===== src/rtl/bcrcs_pkg.sv =====
// Package: constants and the byte-wide CRC-16 update for the block CRC sum core.
`timescale 1ns / 1ps

package bcrcs_pkg;

    localparam logic [15:0] CRC_INIT         = 16'h1D0F;
    localparam logic [15:0] CRC_GENERATOR    = 16'h1021;
    localparam logic [7:0]  LENGTH_AT_RESET  = 8'd100;

    typedef enum logic {
        FUNC_DATA = 1'b0,
        FUNC_EOF  = 1'b1
    } func_t;

    // MSB-first CRC-16 update over one byte, unrolled.
    function automatic logic [15:0] crc_feed(input logic [15:0] crc, input logic [7:0] data);
        logic [15:0] c;
        c = crc ^ {data, 8'h00};
        for (int k = 0; k < 8; k++) begin
            if (c[15]) begin
                c = {c[14:0], 1'b0} ^ CRC_GENERATOR;
            end else begin
                c = {c[14:0], 1'b0};
            end
        end
        return c;
    endfunction

endpackage


===== src/rtl/block_crc16_sum_core.sv =====
// Top level: block CRC-16 sum core with config write channel and registered result.
`timescale 1ns / 1ps

// Usage:
//   s_ channel carries one beat per file byte (s_func = data) or an end-of-file
//   beat (s_func = end of file). Data bytes are cut into blocks of block_length
//   bytes; each block gets a CRC-16 (poly 0x1021, init 0x1D0F) and is added into
//   a 32-bit wrapping sum. An end-of-file beat closes the partial block and
//   returns the sum as one m_ beat; the file state then clears.
//   cfg_ channel writes block_length (0 acts as 1); cfg_ready is always high.
//   Write it only while the core is idle.
// Throughput: one input beat per cycle while s_ready is high; the CRC update, block
//   close and sum add are combinational, ahead of the state and result registers.
// Result: the sum is on m_ in the cycle after the end-of-file beat is taken.
// Stall: the result register holds while m_ready is low; s_ready stays high
//   as long as the result register is empty or being drained this cycle.
// Reset: aresetn low at a clock edge clears the file state, sets block_length
//   to 100 and empties the result register. No clearing pass is needed.
module block_crc16_sum_core
    import bcrcs_pkg::*;
(
    input  logic        aclk,
    input  logic        aresetn,
    input  logic        cfg_valid,
    output logic        cfg_ready,
    input  logic [7:0]  cfg_data,
    input  logic        s_valid,
    output logic        s_ready,
    input  logic        s_func,
    input  logic [7:0]  s_data_byte,
    output logic        m_valid,
    input  logic        m_ready,
    output logic [31:0] m_checksum_sum
);

    logic [7:0]  block_length_reg;
    logic [15:0] block_crc_reg, block_crc_next;
    logic [7:0]  block_count_reg, block_count_next;
    logic        zero_seen_reg, zero_seen_next;
    logic [31:0] running_sum_reg, running_sum_next;
    logic        m_valid_reg;
    logic [31:0] m_sum_reg, m_sum_next;

    logic        s_accept;
    logic        is_eof;
    logic [7:0]  limit;
    logic [8:0]  count_inc;
    logic        block_full;
    logic [15:0] crc_after;
    logic        zero_after;
    logic [15:0] crc_close_data;
    logic [15:0] crc_close_eof;

    assign cfg_ready = 1'b1;
    assign s_ready   = !m_valid_reg || m_ready;
    assign s_accept  = s_valid && s_ready;
    assign is_eof    = (func_t'(s_func) == FUNC_EOF);
    assign m_valid   = m_valid_reg;
    assign m_checksum_sum = m_sum_reg;

    assign limit      = (block_length_reg == 8'd0) ? 8'd1 : block_length_reg;
    assign count_inc  = {1'b0, block_count_reg} + 9'd1;
    assign block_full = (count_inc >= {1'b0, limit});

    always_comb begin
        crc_after      = zero_seen_reg ? block_crc_reg : crc_feed(block_crc_reg, s_data_byte);
        zero_after     = zero_seen_reg || (s_data_byte == 8'd0);
        crc_close_data = zero_after ? crc_after : crc_feed(crc_after, 8'd0);
        crc_close_eof  = zero_seen_reg ? block_crc_reg : crc_feed(block_crc_reg, 8'd0);

        block_crc_next   = block_crc_reg;
        block_count_next = block_count_reg;
        zero_seen_next   = zero_seen_reg;
        running_sum_next = running_sum_reg;
        m_sum_next       = running_sum_reg + {16'd0, crc_close_eof};

        if (is_eof) begin
            block_crc_next   = CRC_INIT;
            block_count_next = 8'd0;
            zero_seen_next   = 1'b0;
            running_sum_next = 32'd0;
        end else if (block_full) begin
            block_crc_next   = CRC_INIT;
            block_count_next = 8'd0;
            zero_seen_next   = 1'b0;
            running_sum_next = running_sum_reg + {16'd0, crc_close_data};
        end else begin
            block_crc_next   = crc_after;
            block_count_next = count_inc[7:0];
            zero_seen_next   = zero_after;
        end
    end

    always_ff @(posedge aclk) begin
        if (!aresetn) begin
            block_length_reg <= LENGTH_AT_RESET;
            block_crc_reg    <= CRC_INIT;
            block_count_reg  <= 8'd0;
            zero_seen_reg    <= 1'b0;
            running_sum_reg  <= 32'd0;
            m_valid_reg      <= 1'b0;
        end else begin
            if (cfg_valid && cfg_ready) begin
                block_length_reg <= cfg_data;
            end
            if (s_accept) begin
                block_crc_reg   <= block_crc_next;
                block_count_reg <= block_count_next;
                zero_seen_reg   <= zero_seen_next;
                running_sum_reg <= running_sum_next;
            end
            if (s_accept && is_eof) begin
                m_valid_reg <= 1'b1;
            end else if (m_ready) begin
                m_valid_reg <= 1'b0;
            end
        end
    end

    always_ff @(posedge aclk) begin
        if (s_accept && is_eof) begin
            m_sum_reg <= m_sum_next;
        end
    end

`ifndef NO_ASSERTIONS
    a_eof_gives_result: assert property (@(posedge aclk) disable iff (!aresetn)
        s_accept && is_eof |=> m_valid_reg)
        else $error("end-of-file beat did not load the result register");

    a_result_from_eof: assert property (@(posedge aclk) disable iff (!aresetn)
        $rose(m_valid_reg) |-> $past(s_accept && is_eof))
        else $error("result appeared without an end-of-file beat");

    a_eof_clears_file: assert property (@(posedge aclk) disable iff (!aresetn)
        s_accept && is_eof |=> (block_crc_reg == CRC_INIT) && (block_count_reg == 8'd0)
            && !zero_seen_reg && (running_sum_reg == 32'd0))
        else $error("file state not cleared after end of file");

    a_count_below_limit: assert property (@(posedge aclk) disable iff (!aresetn)
        s_accept && !is_eof |=> ({1'b0, block_count_reg} < {1'b0, $past(limit)}))
        else $error("block count reached the block length without closing");
`endif

endmodule


===== config.mk =====
export PLATFORM = sky130hd
export DESIGN_NAME = block_crc16_sum_core
export DESIGN_NICKNAME = d
export VERILOG_FILES = /design/src/rtl/bcrcs_pkg.sv /design/src/rtl/block_crc16_sum_core.sv
export SDC_FILE = /design/constraint.sdc
export NUM_CORES = 1
export LEC_CHECK = 0
export BUFFER_PORTS_ARGS = -buffer_cell sky130_fd_sc_hd__clkbuf_2
export CORE_MARGIN = 10
export CORE_UTILIZATION = 40
export CTS_CLUSTER_SIZE = 28
export DETAILED_ROUTE_END_ITERATION = 8
export GPL_TIMING_DRIVEN = 0
export SYNTH_ARGS = -nofsm -noshare
export SYNTH_HDL_FRONTEND = slang
export SYNTH_SLANG_ARGS = --single-unit

===== constraint.sdc =====
create_clock -name aclk -period 4.8 [get_ports aclk]
set_input_delay 0.96 -clock aclk [delete_from_list [all_inputs] [get_ports aclk]]
set_output_delay 0.96 -clock aclk [all_outputs]
set_load 0.01 [all_outputs]

* Yosys cells after proc, flatten, opt, wreduce, memory -nomap -nowiden
Index checks and enable logic that the tools add are counted.
** Cells by class
- Add/sub/neg operators :: 3
- Order comparisons :: 1
- Mux-type cells :: 38
- Bitwise operators :: 25
- Reduce and logical (&&, ||, !) cells :: 10
** Operators by type and width (number)
- $mux 13 :: 24
- $mux 16 :: 5
- $not 3->3 :: 24
- $add 32x16->32 :: 2
- $mux 32 :: 2
- $mux 8 :: 3
- $logic_not 8->1 :: 2
- $xor 16x16->16 :: 1
- $add 8x1->9 const B :: 1
- $ge 9x8->1 :: 1
- $mux 1 :: 4
- $reduce_bool 2->1 :: 2
- $logic_and 1x1->1 :: 2
- $logic_or 1x1->1 :: 2
- $reduce_and 2->1 :: 1
- $logic_not 1->1 :: 1
** Storage, ports and cells
- Register bits after elaboration :: 98
- Input bits :: 22
- Word-level logic and storage cells :: 84

* Logic depth before layout (Yosys ltp)
Gate-level depths: netlist of run 1.
- Word-level depth :: 38
- Mapped depth :: 18
- Gate-level depth less buffers :: 16

* Worst setup path after synthesis of run 1
Ideal clock, no wire load.
- Path type :: input-to-reg
- Start :: in s_data_byte[0]
- End :: reg running_sum_reg[12]
- Arrival time :: 4399 ps
- Required time :: 4730 ps
- Path slack :: 330 ps
- Stages :: 16
- Path buffers :: 0
- Cell sequence :: xnor2_1 -> xnor3_2 -> xor2_1 -> o21ai_4 -> xnor2_1 -> nand2_1 -> o21ai_0 -> ha_1 -> fa_1 -> a211o_1 -> a31oi_1 -> o21ai_0 -> a221oi_1 -> xor2_1 -> or3_1 -> a21oi_1
** Between the ends
- Cells in the longest elaborated chain, start to end :: 21
** Ends and longest elaborated chain
- from (decl) :: line block_crc16_sum_core.sv:30 : input logic [7:0] s_data_byte,
- $xor 16x16->16 :: line bcrcs_pkg.sv:18 : c = crc ^ {data, 8'h00};
- $mux 13 (3 in a row) :: line bcrcs_pkg.sv:20 : if (c[15]) begin
- $not 3->3 (no line)
- $mux 13 (2 in a row) :: line bcrcs_pkg.sv:20
- $mux 16 :: line block_crc16_sum_core.sv:66 : crc_after = zero_seen_reg ? block_crc_reg : crc_feed(block_crc_reg, s_data_byte);
- $mux 13 (4 in a row) :: line bcrcs_pkg.sv:20
- $not 3->3 (no line)
- $mux 13 (4 in a row) :: line bcrcs_pkg.sv:20
- $mux 16 * :: line block_crc16_sum_core.sv:68 : crc_close_data = zero_after ? crc_after : crc_feed(crc_after, 8'd0);
- $add 32x16->32 * :: line block_crc16_sum_core.sv:86 : running_sum_next = running_sum_reg + {16'd0, crc_close_data};
- $mux 32 * :: line block_crc16_sum_core.sv:82 : end else if (block_full) begin
- $mux 32 * :: line block_crc16_sum_core.sv:77 : if (is_eof) begin
- to (signal assigned) :: line block_crc16_sum_core.sv:110 : running_sum_reg <= running_sum_next;
- to (decl) :: line block_crc16_sum_core.sv:40 : logic [31:0] running_sum_reg, running_sum_next;
Every way passes the cells marked *; elsewhere a longest branch is shown, timed or not. The select of a mux whose other input is x is not followed.
A chain may end at the register's enable or synchronous reset.

* Worst setup path after layout of run 1
- Start :: in s_data_byte[4]
- End :: reg running_sum_reg[16]
** Between the ends
- Cells in the longest elaborated chain, start to end :: 21
** Ends and longest elaborated chain (line)
- $xor 16x16->16 :: bcrcs_pkg.sv:18
- $mux 13 (5 in a row) :: bcrcs_pkg.sv:20
- $mux 16 :: block_crc16_sum_core.sv:66
- $not 3->3 (no line)
- $mux 13 (7 in a row) :: bcrcs_pkg.sv:20
- $not 3->3 (no line)
- $mux 13 :: bcrcs_pkg.sv:20
- $mux 16 * :: block_crc16_sum_core.sv:68
- $add 32x16->32 * :: block_crc16_sum_core.sv:86
- $mux 32 * :: block_crc16_sum_core.sv:82
- $mux 32 * :: block_crc16_sum_core.sv:77
Marks and branches as above.

==> flow_summary.yaml, run 1 <==
status:
  outcome: "completed"
floorplan:
  io_pins: 57
  dieArea_um2: 22700
  start_util_pct: 41.1
  fp.dieH_um: 151
  core_um2: 16600
  row_count: 47
  fp.dieW_um: 151
timing:
  holdWs_ps: 481
  rsz0062_at_grt: "false"
  drv_slew: 0
  relSlewSlack_pct: 48.9
  fin_skew_ps: 13.7
  setup_violations: 0
  min_period_over_period_pct: 94.0
  tightest_slew_ps: 766
  hold_viol: 0
  period_needed_ps: 4510
  final.setup.tns_ps: 0
  fmax_ghz: 0.222
  fin_ws_ps: 288
place:
  place.gp.congestion: 0.934
  place_ws_ps: -223
  dpl.hpwl_mm: 13.9
  dp.cells: 1057
  port_buffers: 54
logic_synthesis:
  syn-num-nets: 851
  syn_area_um2: 6840
  synthXorXnorAreaFrac_pct: 15.4
  synth_seq_cells: 98
  yosys_warnings: 0
  syn_inst: 783
  synthArstFlopShare_pct: 0
  synth-edff-count: 32
  synth-simple-area-share_pct: 17.1
  yosys-mux-area-fraction_pct: 2.41
  synth_seq_area_share_pct: 33.4
  synth_compound_area_share_pct: 19.1
  synthAdderAreaFrac_pct: 8.64
  synth_top_family_by_area: "compound AO/OA/AOI/OAI gates"
  ys_types: 72
  synth_area_per_cell_um2: 8.73
  synth-main-ff-cell: "dfxtp_1"
layout:
  antenna_cells: 0
  multi_input_area_um2: 4320
  syn_to_final_growth_pct: 12.7
  fillers: 1659
  seqCellArea_um2: 2280
  final_nets: 916
  final_cells: 1073
  drive_above_1_share_pct: 12.4
  layout_common_cells: "nand2_1, xnor2_1, dfxtp_1, nor2_1, a21oi_1"
  final_common_cell: "nand2_1"
  finish.utilization_pct: 46.3
clock_tree:
  post_cts_buffers: 0
  clockBufferDepth: 2
  cts_tree: "done"
  cts_buffers: 9
  cts-htree-levels: 3
  cts_root_buf: "clkbuf_16"
  hold_buffers: 0
  clkLatencyLatePin_ps: 360
  cts.sinks: 98
  path_clk_slew_ps: 80
critical_path:
  r2r_end: "running_sum_reg[16]"
  cp_data_arrival_time_ps: 4750
  startpoint: "s_data_byte[4]"
  r2r_start: "block_crc_reg[12]"
  crit_end: "running_sum_reg[16]"
  critical_path_class: "in2reg"
  worstSetupEndpointType: "register"
  r2r_setup_slack_ps: 400
  critPathMaxFanout: 10
  worst_ep_required_time_ps: 5030
  reg2reg_depth: 18
  critPathLaunchType: "input port"
global_routing:
  grt_max_degree: 37
  grt_pass1_vias: 5245
  antenna_found_initial: 0
  overflow: 0
  grt_use_total_pct: 15.8
  grt_pass1_wl_mm: 28.3
detailed_routing:
  drt_wl_total_mm: 18.0
  via_per_inst: 5.32
  vias: 5703
  drt-initial-drc-count: 457
  drt-wirelength-per-cell_um: 16.7
  first_pass_iters: 5
  drc: 0
  ant_nets: 0
worst_hold_path:
  hold_class: "reg2reg"
power_and_ir_drop:
  cellPowerDensity_nw_per_um2: 393
  peakVddDrop_mv: 0.184
  p_leak_nw: 3.15
job:
  drv_cap: 0
[repair_timing]
action | in CTS | in global routing
endpoints found under the setup margin | 0 | 16
endpoints found under the hold margin | 0 | 0
resized for setup | 0 | 7
[Yosys cell counts (3+ instances only)]
cell type,instances,area (um2)
a211oi_1,4,30.0
o21ai_0,41,205
buf_1,3,11.3
mux2_2,4,45.0
xor2_2,3,48.8
o21ai_1,3,15.0
buf_2,9,45.0
o21a_1,8,60.1
ha_1,44,551
nand4_1,9,56.3
xor2_1,27,236
and3_1,10,62.6
a21oi_1,63,315
nand2_1,80,300
o211ai_1,5,37.5
nor2_1,63,236
nand2b_1,8,50.1
a2bb2oi_1,3,26.3
o21bai_1,3,22.5
o31ai_1,6,45.0
nand3b_1,8,60.1
a21o_1,21,158
nand3_1,28,140
xnor2_1,75,657
a31oi_1,4,25.0
o22ai_1,4,25.0
nor3_1,3,15.0
a21boi_0,3,22.5
a22oi_1,4,30.0
nor4_1,7,43.8
mux2i_1,12,120
dfxtp_1,66,1320
clkbuf_1,26,97.6
inv_1,21,78.8
nor2b_1,4,25.0
or3_1,21,131
edfxtp_1,32,961
[kinds of logic (layout without fill, tap and decap cells)]
group,count (synthesis),count (layout)
multiplexers,16,16
XOR/XNOR,110,110
other,1,1
adder cells (fa/ha/maj),46,46
AO/OA/AOI/OAI,201,201
AND/OR/NAND/NOR,248,248
buffers and inverters,63,133
flip-flops,98,98
[metrics by stage]
stage	cell area (um2)	power [mW]
finish	7710	3.03
floorplan	6840	1.99
CTS	7680	3.03
global placement	7380	2.30
detailed placement	7390	2.29
global route	7710	3.23
[how the worst min path moves through the flow]
| stage | startpoint | to | cells after the start |
|---|---|---|---|
| 2_1_floorplan | running_sum_reg[8] | running_sum_reg[8] | 2 |
| 3_5_place_dp | running_sum_reg[0] | running_sum_reg[0] | 2 |
| 5_1_grt | running_sum_reg[0] | running_sum_reg[0] | 2 |
| 4_1_cts | running_sum_reg[0] | running_sum_reg[0] | 2 |
| 3_3_place_gp | running_sum_reg[0] | running_sum_reg[0] | 2 |
| 6_report | running_sum_reg[0] | running_sum_reg[0] | 2 |
[where the power goes]
part | leakage [nW] | internal (mW) | switching (mW)
sequential | 0.826 | 0.926 | 0.0384
clock | 0.141 | 0.366 | 0.365
combinational | 2.18 | 0.541 | 0.796
total | 3.15 | 1.83 | 1.20
[critical path, cell delays in order]
cell and delay [ps]:
clkbuf_2 110, xnor2_1 250, xnor3_2 420, xor2_1 180, o21ai_4 240, xnor2_1 150
nand2_1 80, o21ai_0 90, ha_1 230, fa_1 430, a211o_1 330, a31oi_2 250
o31a_1 260, o21ai_2 120, o2111ai_4 270, buf_6 180, xnor2_1 120, nor2_1 50
[layout make-up]
class                   count  area share, %
flip-flops and latches     98           29.6
inverters                  22           1.07
plain buffers              41           2.40
clock inverters             7          0.844
repair buffers             54           3.51
clock buffers               9           2.92
multi-input cells         622           56.1
well taps                 220           3.57
[routing by layer]
metal | GRT usage, % | part of all wire, % | vias to the layer above
met4 | 6.11 | 2.5 | 0
met2 | 23.9 | 45 | 157
li1 | - | - | 2920
met3 | 1.98 | 5.3 | 25
met5 | 0 | 0 | -
met1 | 22.2 | 47 | 2601
No activity file was read; power rests on OpenSTA's default activity.
==> inputs of run 2 (changes only) <==
--- a/config.mk
+++ b/config.mk
@@ -7,10 +7,11 @@
 export LEC_CHECK = 0
 export BUFFER_PORTS_ARGS = -buffer_cell sky130_fd_sc_hd__clkbuf_2
 export CORE_MARGIN = 10
-export CORE_UTILIZATION = 40
+export CORE_UTILIZATION = 55
 export CTS_CLUSTER_SIZE = 28
 export DETAILED_ROUTE_END_ITERATION = 8
 export GPL_TIMING_DRIVEN = 0
+export PLACE_DENSITY = 0.74
 export SYNTH_ARGS = -nofsm -noshare
 export SYNTH_HDL_FRONTEND = slang
 export SYNTH_SLANG_ARGS = --single-unit
==> run 2 against run 1 <==
Net effect:
- hold slack better by 4.9 ps
- first-iteration DRC count is 3.9% lower
- register-to-register slack worse by 170 ps
- fmax is 2.4% lower
- cell count is 4.8% lower
- final area is 0.47% lower
- critical path depth stayed put
==> flow_summary.yaml, run 2 (synthesis results as in run 1) <==
critical_path:
  cp_cell_sequence: "clkbuf_2 -> xnor2_2 -> xnor3_2 -> xor2_1 -> o21ai_4 -> xnor2_1 -> nand2_1 -> o21ai_0 -> ha_1 -> fa_1 -> a211o_1 -> a31oi_1 -> o31a_1 -> o21ai_2 -> o2111ai_4 -> buf_6 -> o21ai_0 -> a21oi_1"
  critical_path_class: "in2reg"
  cp_data_arrival_time_ps: 4900
  critPathLaunchType: "input port"
  cpMostUsedCell: "o21ai_0"
  reg2reg_depth: 18
  max_stage_delay_ps: 440
  worst_ep_required_time_ps: 5080
  worstSetupEndpointType: "register"
  critPathMaxFanout: 10
  r2r_setup_slack_ps: 230
  critPathSlowestCell: "fa_1"
worst_hold_path:
  holdPathStages: 2
  hold_class: "reg2reg"
place:
  place_ws_ps: -365
  port_buffers: 54
  dpl.hpwl_mm: 14.6
  post_dp_cell_area_um2: 7320
  place.gp.congestion: 0.959
clock_tree:
  cts.sinks: 98
  post_cts_buffers: 0
  path_clk_slew_ps: 70
  clkLatencyLatePin_ps: 360
  cts-htree-levels: 3
  cts_buffers: 9
  hold_buffers: 0
  cts_tree: "done"
  clockBufferDepth: 2
  cts_root_buf: "clkbuf_16"
timing:
  fin_ws_ps: 178
  min_period_over_period_pct: 96.3
  setup_violations: 0
  period_needed_ps: 4620
  fmax_ghz: 0.216
  hold_viol: 0
  drv_slew: 0
  rsz0062_at_grt: "false"
  tightest_slew_ps: 944
  fin_skew_ps: 8.50
  relSlewSlack_pct: 36.5
layout:
  antenna_cells: 0
  drive_above_1_share_pct: 12.3
  final_nets: 916
  syn_to_final_growth_pct: 12.2
  layout_common_cells: "nand2_1, xnor2_1, dfxtp_1, nor2_1, a21oi_1"
  design_area_um2: 7670
  final_common_cell: "nand2_1"
floorplan:
  start_util_pct: 56.5
  fp.dieH_um: 132
  io_pins: 57
  core_um2: 12100
  row_count: 40
  fp.dieW_um: 132
  dieArea_um2: 17300
status:
  outcome: "completed"
detailed_routing:
  drt_wl_total_mm: 18.8
  drt-initial-drc-count: 439
  via_per_inst: 5.83
  first_pass_iters: 7
  drt-wirelength-per-cell_um: 18.4
  vias: 5956
  drc: 0
  ant_nets: 0
global_routing:
  grt_pass1_wl_mm: 30.7
  grt_max_degree: 37
  overflow: 0
  antenna_found_initial: 0
  grt_use_total_pct: 21.8
  grt_pass1_vias: 6005
power_and_ir_drop:
  peakVddDrop_mv: 0.196
  p_leak_nw: 3.17
  cellPowerDensity_nw_per_um2: 398
job:
  drv_cap: 0
[run 2: cell types whose count changed in the layout (fill, tap and decap cells not counted), sizes merged]
| cell | previous run | this run |
|---|---|---|
| clkinvlp | 1 | 0 |
| clkbuf | 89 | 94 |
| inv | 26 | 22 |
[run 2: path summary, 6_finish.rpt]
path | startpoint | to
setup / recovery | s_data_byte[0] | running_sum_reg[26]
setup reg to reg | block_crc_reg[12] | running_sum_reg[26]
hold reg to reg | running_sum_reg[0] | running_sum_reg[0]
hold / removal | running_sum_reg[0] | running_sum_reg[0]
[run 2: stage by stage]
stage	setup TNS [ps]	std cells	utilization [%]	hold slack (ps)	power, mW
5_1_grt	0	1021	63.3	526	3.26
3_5_place_dp	-4070	1005	60.4	481	2.29
6_report	0	1021	63.3	486	3.06
2_1_floorplan	0	783	-	453	1.99
4_1_cts	0	1021	63.0	492	3.03
3_3_place_gp	-3200	1005	60.4	465	2.28
[run 2: power by group]
group,switching [mW],internal (mW)
clock,0.323,0.415
sequential,0.0393,0.927
combinational,0.809,0.543
total,1.17,1.88
[run 2: area by class of cell]
class / count / area (um2)
multi-input combinational: 622 / 4340
fill: 1110 / 4440
buffer: 41 / 185
clock inverter: 2 / 17.5
tap: 168 / 210
sequential: 98 / 2280
clock buffer: 14 / 285
inverter: 22 / 82.6
timing repair buffer: 54 / 270
[run 2: per-layer routing]
layer | track usage, % | part of all wire, % | wire, um
met1 | 26.7 | 44 | 8200
met4 | 11.2 | 3.4 | 646
met5 | 0 | 0 | 0
met3 | 4.23 | 6.7 | 1250
met2 | 35.5 | 46 | 8730
[run 2: worst max-delay path: cells and delay by family]
kind                       cells  cell delay, ps
buffers and inverters          2             300
and+or+nand+nor                1              80
xor gates and xnor gates       4             970
AOI/OAI and AO/OA              9            1900
adders and majority gates      2             690
[run 2: timing repair]
item	4_1_cts	5_1_grt
endpoints found under the setup margin	2	16
cloned	0	0
resized for setup	1	11
